--- config.mk ---
export PLATFORM = sky130hd
export DESIGN_NAME = ufr_ctrl
export DESIGN_NICKNAME = d
export VERILOG_FILES = /design/src/hw/rtl/ufr_pkg.sv /design/src/hw/rtl/ufr_ctrl.sv
export SDC_FILE = /design/constraint.sdc
export NUM_CORES = 1
export LEC_CHECK = 0
export BUFFER_PORTS_ARGS = -buffer_cell sky130_fd_sc_hd__buf_2
export CORE_AREA = 10 10 47 49
export CTS_BUF_LIST = sky130_fd_sc_hd__clkbuf_4 sky130_fd_sc_hd__clkbuf_8 sky130_fd_sc_hd__clkbuf_16
export DETAILED_ROUTE_END_ITERATION = 6
export DIE_AREA = 0 0 57 59
export GPL_ROUTABILITY_DRIVEN = 1
export GPL_TIMING_DRIVEN = 0
export SLEW_MARGIN = 20
export SYNTH_ARGS = -nofsm -noshare
export SYNTH_HDL_FRONTEND = slang
export SYNTH_SLANG_ARGS = --single-unit
--- constraint.sdc ---
create_clock -name clk -period 3.75 [get_ports clk]
set_clock_uncertainty 0.05 [all_clocks]
set_input_delay 0 -clock clk [delete_from_list [all_inputs] [get_ports clk]]
set_output_delay 0 -clock clk [all_outputs]
set_load 0.01 [all_outputs]
--- src/hw/rtl/ufr_pkg.sv ---
// shared types, constants and command/status structs for the union-find block
`default_nettype none
package ufr_pkg;

	// element index width and element count
	localparam int IDX_W        = 10;
	localparam int NUM_ELEMENTS = 1 << IDX_W;
	localparam int RANK_W       = 4;

	typedef logic [IDX_W-1:0]  node_t;
	typedef logic [RANK_W-1:0] rank_t;

	localparam rank_t RANK_MAX  = rank_t'(15);
	localparam rank_t RANK_INIT = rank_t'(1);

	// operation codes carried in kind
	localparam logic KIND_FIND  = 1'b0;
	localparam logic KIND_MERGE = 1'b1;

	// one memory word: rank and parent pointer of an element
	typedef struct packed {
		rank_t rank;
		node_t parent;
	} entry_t;

	// controller states
	typedef enum logic [3:0] {
		ST_CLEAR,
		ST_IDLE,
		ST_A_RD,
		ST_A_CHK,
		ST_B_RD,
		ST_B_CHK,
		ST_LINK_LO,
		ST_LINK_HI,
		ST_RESULT
	} state_t;

	// read address source
	typedef enum logic {
		RD_NODE,
		RD_PARENT
	} rd_sel_t;

	// controller to datapath
	typedef struct packed {
		logic    clr_write;
		logic    load_item;
		logic    step;
		logic    save_a;
		logic    start_b;
		logic    save_b;
		rd_sel_t rd_sel;
		logic    link_lo;
		logic    link_hi;
		logic    load_out;
	} cmd_t;

	// datapath to controller
	typedef struct packed {
		logic clr_last;
		logic is_root;
		logic is_merge;
		logic same_root;
		logic need_hi;
		logic out_free;
	} status_t;

endpackage
`default_nettype wire

--- src/hw/rtl/ufr_ctrl.sv ---
// controller state machine for the union-find walks and link updates
`default_nettype none
module ufr_ctrl (
	input  wire logic             clk,
	input  wire logic             arst_n,
	input  wire logic             in_valid,
	output logic                  in_ready,
	input  wire ufr_pkg::status_t sts,
	output ufr_pkg::cmd_t         cmd
);
	import ufr_pkg::*;

	state_t state_q;
	state_t state_nxt;

	// state register
	always_ff @(posedge clk or negedge arst_n) begin
		if (!arst_n) begin
			state_q <= ST_CLEAR;
		end else begin
			state_q <= state_nxt;
		end
	end

	// next state
	always_comb begin
		state_nxt = state_q;
		case (state_q)
			ST_CLEAR: begin
				if (sts.clr_last) state_nxt = ST_IDLE;
			end
			ST_IDLE: begin
				if (in_valid) state_nxt = ST_A_RD;
			end
			ST_A_RD: state_nxt = ST_A_CHK;
			ST_A_CHK: begin
				if (sts.is_root) state_nxt = sts.is_merge ? ST_B_RD : ST_RESULT;
			end
			ST_B_RD: state_nxt = ST_B_CHK;
			ST_B_CHK: begin
				if (sts.is_root) state_nxt = ST_LINK_LO;
			end
			ST_LINK_LO: begin
				if (sts.same_root || !sts.need_hi) state_nxt = ST_RESULT;
				else state_nxt = ST_LINK_HI;
			end
			ST_LINK_HI: state_nxt = ST_RESULT;
			ST_RESULT: begin
				if (sts.out_free) state_nxt = ST_IDLE;
			end
			default: state_nxt = ST_CLEAR;
		endcase
	end

	// command outputs
	always_comb begin
		cmd      = '0;
		cmd.rd_sel = RD_NODE;
		in_ready = 1'b0;
		case (state_q)
			ST_CLEAR: cmd.clr_write = 1'b1;
			ST_IDLE: begin
				in_ready      = 1'b1;
				cmd.load_item = in_valid;
			end
			ST_A_CHK: begin
				if (sts.is_root) begin
					cmd.save_a  = 1'b1;
					cmd.start_b = sts.is_merge;
				end else begin
					cmd.step   = 1'b1;
					cmd.rd_sel = RD_PARENT;
				end
			end
			ST_B_CHK: begin
				if (sts.is_root) begin
					cmd.save_b = 1'b1;
				end else begin
					cmd.step   = 1'b1;
					cmd.rd_sel = RD_PARENT;
				end
			end
			ST_LINK_LO: cmd.link_lo = !sts.same_root;
			ST_LINK_HI: cmd.link_hi = 1'b1;
			ST_RESULT: cmd.load_out = sts.out_free;
			default: cmd.rd_sel = RD_NODE;
		endcase
	end

endmodule
`default_nettype wire

After elaboration in Yosys (flattened, before gate mapping)
Index checks and enable logic that the tools add are counted.
- bits in registers: 4
- latch bits: 0
- bits in writable memories: 0
- memory bits (read-only): 0
- bits of input ports: 9
- output and inout port bits: 11
- word-level logic and storage cells: 40
- memories: 0
- add/sub/neg operators: 0
- $mul: 0
- div/mod/pow operators: 0
- magnitude comparators: 0
- equality and inequality tests: 13
- shift-type cells: 0
- muxes and demuxes: 20
- bitwise logic cells: 0
- reduce and logical (&&, ||, !) cells: 6
- operator list (operator ; number):
    4-bit one-hot mux with 9 select lines ; 1
    4-bit two-way mux ; 7
    4-bit by 3-bit == test with 1-bit output, second input constant ; 4
    1-bit two-way mux ; 10
    2-bit != test, second input constant ; 5
    4-bit by 2-bit == test with 1-bit output, second input constant ; 2
    5-bit AND reduction ; 1
    4-bit by 1-bit == test with 1-bit output, second input constant ; 1
    4-bit == test, second input constant ; 1
    4-bit zero test ; 1
    2-bit two-way mux ; 2
    1-bit zero test ; 2
    2-bit OR reduction ; 1
    1-bit logical OR ; 1

Logic depth before layout (Yosys ltp)
Gate-level depths: netlist of run 1.
- word-level depth: 4
- depth in mapped cells: 5

Least setup slack after synthesis of run 1
Ideal clock, no wire load.
- path kind: reg-to-output
- start: register state_q[3]
- end: output port cmd[7] in the netlist's numbering
- data arrival time: 1.303 ns
- path slack: 2.397 ns
- cell stages (with the launch flop): 5
- path buffers: 2
- path through: dfrtp_1 buf_6 or2b_4 nor3_1 buf_4
- RTL lines (item ; line ; source):
    from (decl) ; ufr_ctrl.sv:13 ; state_t state_q;
    from (signal assigned) ; ufr_ctrl.sv:21 ; state_q <= state_nxt;
    to (decl) ; ufr_ctrl.sv:9 ; output ufr_pkg::cmd_t cmd

==> results of run 1 <==
critical path, cell delays in order, from the launching register on:
cell     delay [ns]
dfrtp_1        0.31
buf_2          0.18
or2b_4         0.32
nor3_1         0.23
buf_4          0.14
buf_2          0.12
routing by layer:
metal | share of wire, % | vias up
li1 | - | 245
met1 | 44 | 202
met2 | 48 | 23
met3 | 6.8 | 2
met4 | 1.1 | 0
met5 | 0 | -
placed cells by master, fill, tap and decap left out, types with 2 or more instances in the layout:
master	count
a21oi_1	5
and3_1	2
buf_2	21
buf_6	2
clkbuf_4	3
dfrtp_1	4
dlygate4sd3_1	3
inv_1	4
nand2_1	2
nand2b_1	3
nand3_1	2
nor2_1	6
nor3_1	4
o22ai_1	2
per-stage QoR:
| stage | power (W) | setup WS [ns] | utilization, % | area, um^2 | std cells |
|---|---|---|---|---|---|
| global placement | 0.000418 | 2.33 | 38.5 | 539 | 90 |
| detailed placement | 0.000418 | 2.35 | 38.5 | 539 | 90 |
| global route | 0.000521 | 2.00 | 42.2 | 592 | 96 |
| floorplan | 0.000336 | 2.40 | - | 424 | 55 |
| finish | 0.000472 | 2.18 | 42.2 | 592 | 96 |
| CTS | 0.000477 | 2.17 | 42.2 | 592 | 96 |
cell families after synthesis:
family	count (synthesis)
buf+inv	9
simple gates	27
mux	1
flops	4
compound gates	13
xor+xnor	1
path summary, 6_finish.rpt:
kind | endpoint | slack, ns | depth (start not counted)
min in group clk | state_q[0] | 0.07 | 3
max in group asynchronous | state_q[3] | 3.49 | 2
max reg2reg | state_q[2] | 2.34 | 5
max | cmd[7] | 2.18 | 5
min | state_q[2] | 0.04 | 2
min reg2reg | state_q[1] | 0.55 | 2
layout make-up:
class / instances / area, um^2
Tap cell: 16 / 20.0
Fill cell: 153 / 810
Sequential cell: 4 / 100
Clock buffer: 3 / 22.5
Inverter: 4 / 15.0
Buffer: 5 / 40.0
Timing Repair Buffer: 22 / 125
Multi-Input combinational cell: 42 / 269
where the power goes:
part | leakage, nW | total, W | switching (W) | internal (W)
registers | 0.0513 | 0.0000759 | 0.0000123 | 0.0000636
clock network | 0.0138 | 0.0000538 | 0.0000180 | 0.0000358
logic | 0.226 | 0.000342 | 0.000186 | 0.000157
total | 0.291 | 0.000472 | 0.000216 | 0.000256
repair_timing:
item	in CTS	in global routing
resized for setup	0	0
hold buffers	3	0
hold endpoints to repair	6	0
==> results.sh, run 1 <==
export IMPL_status="finished, final reports clean"
export IMPL_fin_crit_sh_pct=41.9
export IMPL_die_area_mm2=0.00336
export IMPL_io_buffers=19
export IMPL_grt_pass1_wl_um=1900
export IMPL_place_congestion=0.852
export IMPL_h_tree_depth=1
export IMPL_pin_count=20
export IMPL_syn_to_final_growth_pct=39.5
export IMPL_rows=14
export IMPL_initial_core_util_pct=30.3
export IMPL_cts_made_buffers=3
export IMPL_n_antenna_cell=0
export IMPL_rsz0062_at_grt="false"
export IMPL_firstDrtPassIters=4
export IMPL_worstSkewPairLatency_ns=0.24
export IMPL_ys_seq_area_share_pct=23.6
export IMPL_synth_edf_count=0
export IMPL_largest_reg_flops=4
export IMPL_peakVddDrop_v=0.000287
export IMPL_clk_pin_slew_ns=0.04
export IMPL_synth_distinct_cells=29
export IMPL_grt_busiest_layer="met2"
export IMPL_synthSimpleGateAreaFrac_pct=37.2
export IMPL_die_w_um=57
export IMPL_num_vias=472
export IMPL_powerDensity_mw_per_mm2=798
export IMPL_syn_num_nets=64
export IMPL_fin_nets=91
export IMPL_grt_max_degree=11
export IMPL_cts_root_buf="clkbuf_4"
export IMPL_cts_setup_buffers=0
export IMPL_drc=0
export IMPL_grt_pass1_vias=465
export IMPL_synthArstFlopShare_pct=100
export IMPL_clockBufferDepth=2
export IMPL_synthMuxAreaShare_pct=2.36
export IMPL_p_leak_nw=0.291
export IMPL_routedWlPerCell_um=12.1
export IMPL_cts_sinks=4
export IMPL_die_h_um=59
export IMPL_start_kind="flop"
export IMPL_yosysMostFrequentCell="nor2_1"
export IMPL_drive_gt1_share_pct=41.3
export IMPL_hold_path_class="in2async"
export IMPL_yosysWarningCount=0
export IMPL_finalSetupTns_ns=0
export IMPL_ys_top_cells_by_count="nor2_1 (6), a21oi_1 (5), dfrtp_1 (4), inv_1 (4), nor3_1 (4)"
export IMPL_arrival_ns=1.52
export IMPL_synth_compound_area_share_pct=20.1
export IMPL_critPathKind="reg2out"
export IMPL_netlist_instances=55
export IMPL_hold_viol=0
export IMPL_maxCapViolations=0
export IMPL_avgSynthCellArea_um2=7.71
export IMPL_hold_ws_ns=0.0415
export IMPL_initialDrtViolationCount=9
export IMPL_antenna_found_initial=0
export IMPL_synthFlopType="dfrtp_1"
export IMPL_synth_top_family_by_area="simple AND/OR/NAND/NOR gates"
export IMPL_regMostFlops="state_q"
export IMPL_maxSlewHeadroom_pct=77.2
export IMPL_synth_top_cell_area_share_pct=23.6
export IMPL_drt_total_wl_um=1160
export IMPL_period_needed_ns=1.57
export IMPL_synth_seq_cells=4
export IMPL_fmaxAchievable_ghz=0.636
export IMPL_core_region_area_mm2=0.00140
export IMPL_cts_tree="done"
export IMPL_largestRegisters="state_q (4)"
export IMPL_globalRouteMet3Util_pct=2.36
export IMPL_syn_cell_area_um2=424
export IMPL_required_ns=3.70
export IMPL_worst_path_max_fanout=9
export IMPL_viasPerCell=4.92
export IMPL_grt_remaining_overflow=0
export IMPL_dp_hpwl_um=904
export IMPL_end_kind="output pin"
export IMPL_setup_violations=0
export IMPL_synth_xor_area_share_pct=3.83
export IMPL_gr_usage_met2_pct=10.9
export IMPL_antenna_left=0
export IMPL_synthAdderAreaFrac_pct=0
export IMPL_grt_usage_pct=6.99
export IMPL_r2r_start="state_q[1]"
export IMPL_synth_area_top_cells="dfrtp_1 (24%), a21oi_1 (5.9%), buf_6 (5.3%)"
export IMPL_yosys_area_top_type="dfrtp_1"
export IMPL_drv_slew=0
export IMPL_crit_start="state_q[0]"
export IMPL_tightest_slew_ns=0.340
export IMPL_use_met1_pct=7.82
Note: power is estimated with default switching activity, not from simulation.
==> run 2: changes to the inputs <==
==> constraint.sdc (replaced) <==
create_clock -name clk -period 1.28 [get_ports clk]
set_clock_uncertainty 0.05 [all_clocks]
set_input_delay 0 -clock clk [delete_from_list [all_inputs] [get_ports clk]]
set_output_delay 0 -clock clk [all_outputs]
set_load 0.01 [all_outputs]
==> results.sh, run 2 (synthesized netlist as in run 1, its figures left out) <==
export IMPL_cts_made_buffers=3
export IMPL_grt_max_degree=11
export IMPL_viasPerCell=5.04
export IMPL_period_needed_ns=1.58
export IMPL_maxSlewHeadroom_pct=85.5
export IMPL_dp_cells=90
export IMPL_firstDrtPassIters=4
export IMPL_core_region_area_mm2=0.00140
export IMPL_dp_hpwl_um=916
export IMPL_rr_worst_depth=5
export IMPL_hold_ws_ns=0.0196
export IMPL_drt_total_wl_um=1580
export IMPL_die_h_um=59
export IMPL_num_vias=539
export IMPL_p_leak_nw=0.371
export IMPL_drc=0
export IMPL_r2r_end="state_q[2]"
export IMPL_violations="setup timing"
export IMPL_initialDrtViolationCount=11
export IMPL_final_common_cell="buf_2"
export IMPL_start_kind="flop"
export IMPL_crit_start="state_q[3]"
export IMPL_rows=14
export IMPL_place_ws_ns=-0.117
export IMPL_status="finished with violations"
export IMPL_grt_remaining_overflow=0
export IMPL_h_tree_depth=1
export IMPL_tightest_slew_ns=0.216
export IMPL_critPathKind="reg2out"
export IMPL_cpMaxStageDelayCell="or3b_4"
export IMPL_largestRegisters="state_q (4)"
export IMPL_combPwrFrac_pct=82.4
export IMPL_regMostFlops="state_q"
export IMPL_die_w_um=57
export IMPL_end_kind="output pin"
export IMPL_p_sw_share_pct=44.1
export IMPL_r2r_slack_ns=-0.15
export IMPL_fin_crit_sh_pct=123
export IMPL_largest_reg_flops=4
export IMPL_rsz0062_at_grt="true"
export IMPL_powerDensity_mw_per_mm2=2730
export IMPL_routedWlPerCell_um=14.8
export IMPL_internal_power_w=0.00121
export IMPL_path_buf_inv=2
export IMPL_clk_pin_slew_ns=0.04
export IMPL_worstHoldStart="sts[4]"
export IMPL_antenna_found_initial=0
export IMPL_setup_violations=12
export IMPL_die_area_mm2=0.00336
export IMPL_hold_depth=2
export IMPL_drv_slew=0
export IMPL_worstSkewPairLatency_ns=0.23
export IMPL_hold_viol=0
export IMPL_cts_tree="done"
export IMPL_grt_pass1_wl_um=2190
export IMPL_clockBufferDepth=2
export IMPL_drive_gt1_share_pct=63.7
export IMPL_fmaxAchievable_ghz=0.634
export IMPL_required_ns=1.23
export IMPL_stdcell_count=107
export IMPL_place_congestion=0.790
export IMPL_n_antenna_cell=0
export IMPL_maxCapViolations=0
export IMPL_crit_chain="buf_6 -> nand2b_4 -> or3b_4 -> nor2_2 -> buf_2"
export IMPL_finalSetupTns_ns=-1.73
export IMPL_grt_pass1_vias=506
export IMPL_most_common_layout_cells="buf_2 (18), buf_4 (10), buf_6 (7), nor2_1 (4), dfrtp_1 (4)"
export IMPL_antenna_left=0
export IMPL_setup_ws_ns=-0.297
export IMPL_crit_path_max_incr_delay_ns=0.38
export IMPL_worst_path_max_fanout=6
export IMPL_r2r_start="state_q[0]"
export IMPL_p_seq_share_pct=10.5
export IMPL_fin_nets=102
export IMPL_io_buffers=19
export IMPL_arrival_ns=1.53
export IMPL_p_switching_w=0.000957
export IMPL_cts_sinks=4
export IMPL_critPathTopFamily="simple AND/OR/NAND/NOR gates"
export IMPL_peakVddDrop_v=0.00111
export IMPL_cts_root_buf="clkbuf_4"
export IMPL_min_to="state_q[1]"
export IMPL_clockPowerShare_pct=7.2
export IMPL_pin_count=20
export IMPL_grt_usage_pct=8.09
export IMPL_syn_to_final_growth_pct=87.3
export IMPL_finish_utilization_pct=56.7
export IMPL_hold_path_class="in2reg"
export IMPL_initial_core_util_pct=30.3
run 2: cell types whose count changed in the layout (fill, tap and decap cells not counted), sizes merged:
cell / change
buf: +12
dlygate4sd3: -1
run 2: worst reg2reg max path, cell delays in order (launching register included):
cell     delay [ns]
dfrtp_1        0.33
buf_6          0.14
or2b_4         0.32
buf_6          0.14
o21ai_4        0.19
o22ai_1        0.12
run 2: cell type report:
| cell class | count | area, um^2 |
|---|---|---|
| clock buffers | 3 | 22.5 |
| well taps | 16 | 20.0 |
| inverters | 4 | 15.0 |
| fillers | 129 | 607 |
| multi-input cells | 42 | 358 |
| repair buffers | 33 | 223 |
| plain buffers | 5 | 56.3 |
| flip-flops and latches | 4 | 100 |
run 2: worst max path at each step:
stage	to	slack, ns	depth (start not counted)
final	cmd[4]	-0.30	5
after detailed placement	state_q[1]	-0.12	5
after floorplan	state_q[1]	-0.007	5
after global routing	cmd[4]	-0.33	5
after global placement	state_q[1]	-0.11	5
after CTS	cmd[4]	-0.26	5
run 2: metrics by stage:
stage,area [um^2],power (W)
2_1_floorplan,429,0.000994
6_report,795,0.00217
4_1_cts,724,0.00188
5_1_grt,795,0.00231
3_3_place_gp,544,0.00123
3_5_place_dp,544,0.00124
run 2: metal layers:
layer	track usage (%)	vias to the layer above	part of all wire, %
li1	-	266	-
met1	8.21	252	40
met2	13.5	17	53
met3	3.43	4	4.9
met4	5.03	0	1.8
met5	0	-	0
run 2: timing repair:
action,in CTS,in global routing
pin swaps,7,6
setup endpoints to repair,12,14
hold buffers,2,0
buffers inserted,8,4
gates resized for setup,16,11
endpoints found under the hold margin,5,0
run 2: power by group through the flow:
stage	Sequential, W	Combinational, W	Clock (W)
after floorplan	0.000217	0.000777	0
after global placement	0.000225	0.00101	0
after detailed placement	0.000225	0.00101	0
after CTS	0.000221	0.00150	0.000159
after global routing	0.000234	0.00190	0.000173
final	0.000227	0.00179	0.000156
==> run 3: changes to the inputs <==
--- a/config.mk
+++ b/config.mk
@@ -6,12 +6,15 @@
 export NUM_CORES = 1
 export LEC_CHECK = 0
 export BUFFER_PORTS_ARGS = -buffer_cell sky130_fd_sc_hd__buf_2
-export CORE_AREA = 10 10 47 49
+export CELL_PAD_IN_SITES_DETAIL_PLACEMENT = 1
+export CELL_PAD_IN_SITES_GLOBAL_PLACEMENT = 2
+export CORE_AREA = 10 10 58 60
 export CTS_BUF_LIST = sky130_fd_sc_hd__clkbuf_4 sky130_fd_sc_hd__clkbuf_8 sky130_fd_sc_hd__clkbuf_16
 export DETAILED_ROUTE_END_ITERATION = 6
-export DIE_AREA = 0 0 57 59
+export DIE_AREA = 0 0 68 70
 export GPL_ROUTABILITY_DRIVEN = 1
 export GPL_TIMING_DRIVEN = 0
+export PLACE_DENSITY_LB_ADDON = 0.1
 export SLEW_MARGIN = 20
 export SYNTH_ARGS = -nofsm -noshare
 export SYNTH_HDL_FRONTEND = slang
==> results.sh, run 3 (synthesized netlist as in run 1, its figures left out) <==
export IMPL_status="finished with violations"
export IMPL_violations="setup timing"
export IMPL_largestRegisters="state_q (4)"
export IMPL_worst_path_max_fanout=4
export IMPL_maxCapViolations=0
export IMPL_cts_root_buf="clkbuf_4"
export IMPL_rows=18
export IMPL_total_power_w=0.00186
export IMPL_grt_max_degree=11
export IMPL_seqCellArea_um2=101
export IMPL_h_tree_depth=1
export IMPL_num_vias=521
export IMPL_viasPerCell=4.49
export IMPL_fmaxAchievable_ghz=0.669
export IMPL_r2r_end="state_q[3]"
export IMPL_die_h_um=70
export IMPL_n_antenna_cell=0
export IMPL_pin_count=20
export IMPL_initialDrtViolationCount=8
export IMPL_clockBufferDepth=2
export IMPL_most_common_layout_cells="buf_2 (18), buf_4 (7), buf_6 (4)"
export IMPL_finish_utilization_pct=32.2
export IMPL_hold_path_class="in2async"
export IMPL_crit_start="state_q[3]"
export IMPL_rsz0062_at_grt="true"
export IMPL_period_needed_ns=1.49
export IMPL_die_area_mm2=0.00476
export IMPL_place_congestion=0.735
export IMPL_rr_worst_depth=4
export IMPL_start_kind="flop"
export IMPL_initial_core_util_pct=18.1
export IMPL_setup_ws_ns=-0.214
export IMPL_drt_total_wl_um=1550
export IMPL_r2r_start="state_q[2]"
export IMPL_worstSkewPairLatency_ns=0.23
export IMPL_drive_gt1_share_pct=59.3
export IMPL_critPathKind="reg2out"
export IMPL_tightest_slew_ns=0.228
export IMPL_dp_cells=104
export IMPL_io_buffers=19
export IMPL_setup_violations=12
export IMPL_powerDensity_mw_per_mm2=2470
export IMPL_multiInputGateArea_um2=345
export IMPL_grt_pass1_vias=617
export IMPL_p_leak_nw=0.339
export IMPL_antenna_left=0
export IMPL_core_region_area_mm2=0.00234
export IMPL_routedWlPerCell_um=13.4
export IMPL_dp_hpwl_um=1190
export IMPL_end_kind="output pin"
export IMPL_grt_remaining_overflow=0
export IMPL_fin_nets=97
export IMPL_grt_usage_pct=7.56
export IMPL_syn_to_final_growth_pct=77.9
export IMPL_final_common_cell="buf_2"
export IMPL_r2r_slack_ns=-0.11
export IMPL_maxSlewHeadroom_pct=84.7
export IMPL_regMostFlops="state_q"
export IMPL_cts_made_buffers=3
export IMPL_drc=0
export IMPL_arrival_ns=1.44
export IMPL_hold_viol=0
export IMPL_peakVddDrop_v=0.000733
export IMPL_cts_sinks=4
export IMPL_drv_slew=0
export IMPL_cts_tree="done"
export IMPL_antenna_found_initial=0
export IMPL_firstDrtPassIters=2
export IMPL_endpoint="cmd[4]"
export IMPL_grt_pass1_wl_um=2920
export IMPL_die_w_um=68
export IMPL_stdcell_count=116
export IMPL_clk_pin_slew_ns=0.04
export IMPL_n_fill_cell=299
export IMPL_largest_reg_flops=4
export IMPL_fin_crit_sh_pct=117
export IMPL_required_ns=1.23
[run 3: cell types whose count changed in the layout (fill, tap and decap cells not counted), sizes merged]
cell,change
buf,-6
dlygate4sd3,+1
[run 3: metrics by stage]
| step | setup TNS (ns) | setup slack [ns] | instance area, um^2 | hold WS [ns] |
|---|---|---|---|---|
| after detailed placement | -0.887 | -0.180 | 562 | -0.239 |
| after CTS | -1.99 | -0.276 | 698 | 0.0453 |
| final | -1.42 | -0.214 | 754 | 0.0523 |
| after global routing | -2.67 | -0.295 | 754 | 0.0709 |
| after floorplan | -0.00708 | -0.00708 | 429 | -0.346 |
| after global placement | -0.938 | -0.189 | 562 | -0.239 |
[run 3: where the power goes]
| group | internal, W | switching [W] |
|---|---|---|
| Combinational | 0.000724 | 0.000753 |
| Clock | 0.000105 | 0.0000470 |
| Sequential | 0.000190 | 0.0000473 |
| Total | 0.00102 | 0.000847 |
[run 3: critical path: stages, from the launching register on]
cell,delay (ns)
dfrtp_2,0.43
nand2b_4,0.16
or3b_4,0.39
nor2_1,0.10
buf_2,0.14
[run 3: what timing repair did]
item / in CTS / in global routing
hold buffers: 3 / 0
endpoints found under the hold margin: 6 / 0
pin swaps: 2 / 4
gates resized for setup: 9 / 15
buffers inserted: 5 / 2
setup endpoints to repair: 14 / 15
[run 3: final cells by class]
class / instances / area share (%)
sequential: 4 / 13.4
buffer: 4 / 5.47
timing repair buffer: 29 / 25.4
multi-input combinational: 42 / 45.8
clock buffer: 3 / 2.99
tap: 30 / 4.98
inverter: 4 / 1.99
[run 3: worst min path at each step]
| stage | startpoint | end | slack, ns |
|---|---|---|---|
| floorplan | arst_n | state_q[0] | -0.35 |
| global placement | arst_n | state_q[2] | -0.24 |
| detailed placement | arst_n | state_q[1] | -0.24 |
| CTS | arst_n | state_q[0] | 0.05 |
| global route | arst_n | state_q[0] | 0.07 |
| finish | arst_n | state_q[0] | 0.05 |
[run 3: routing by layer]
metal / GRT usage, % / up-vias / wire, um
li1: - / 255 / -
met2: 12.1 / 11 / 810
met1: 8.57 / 253 / 624
met5: 0 / - / 0
met3: 1.75 / 2 / 95
met4: 4.70 / 0 / 21
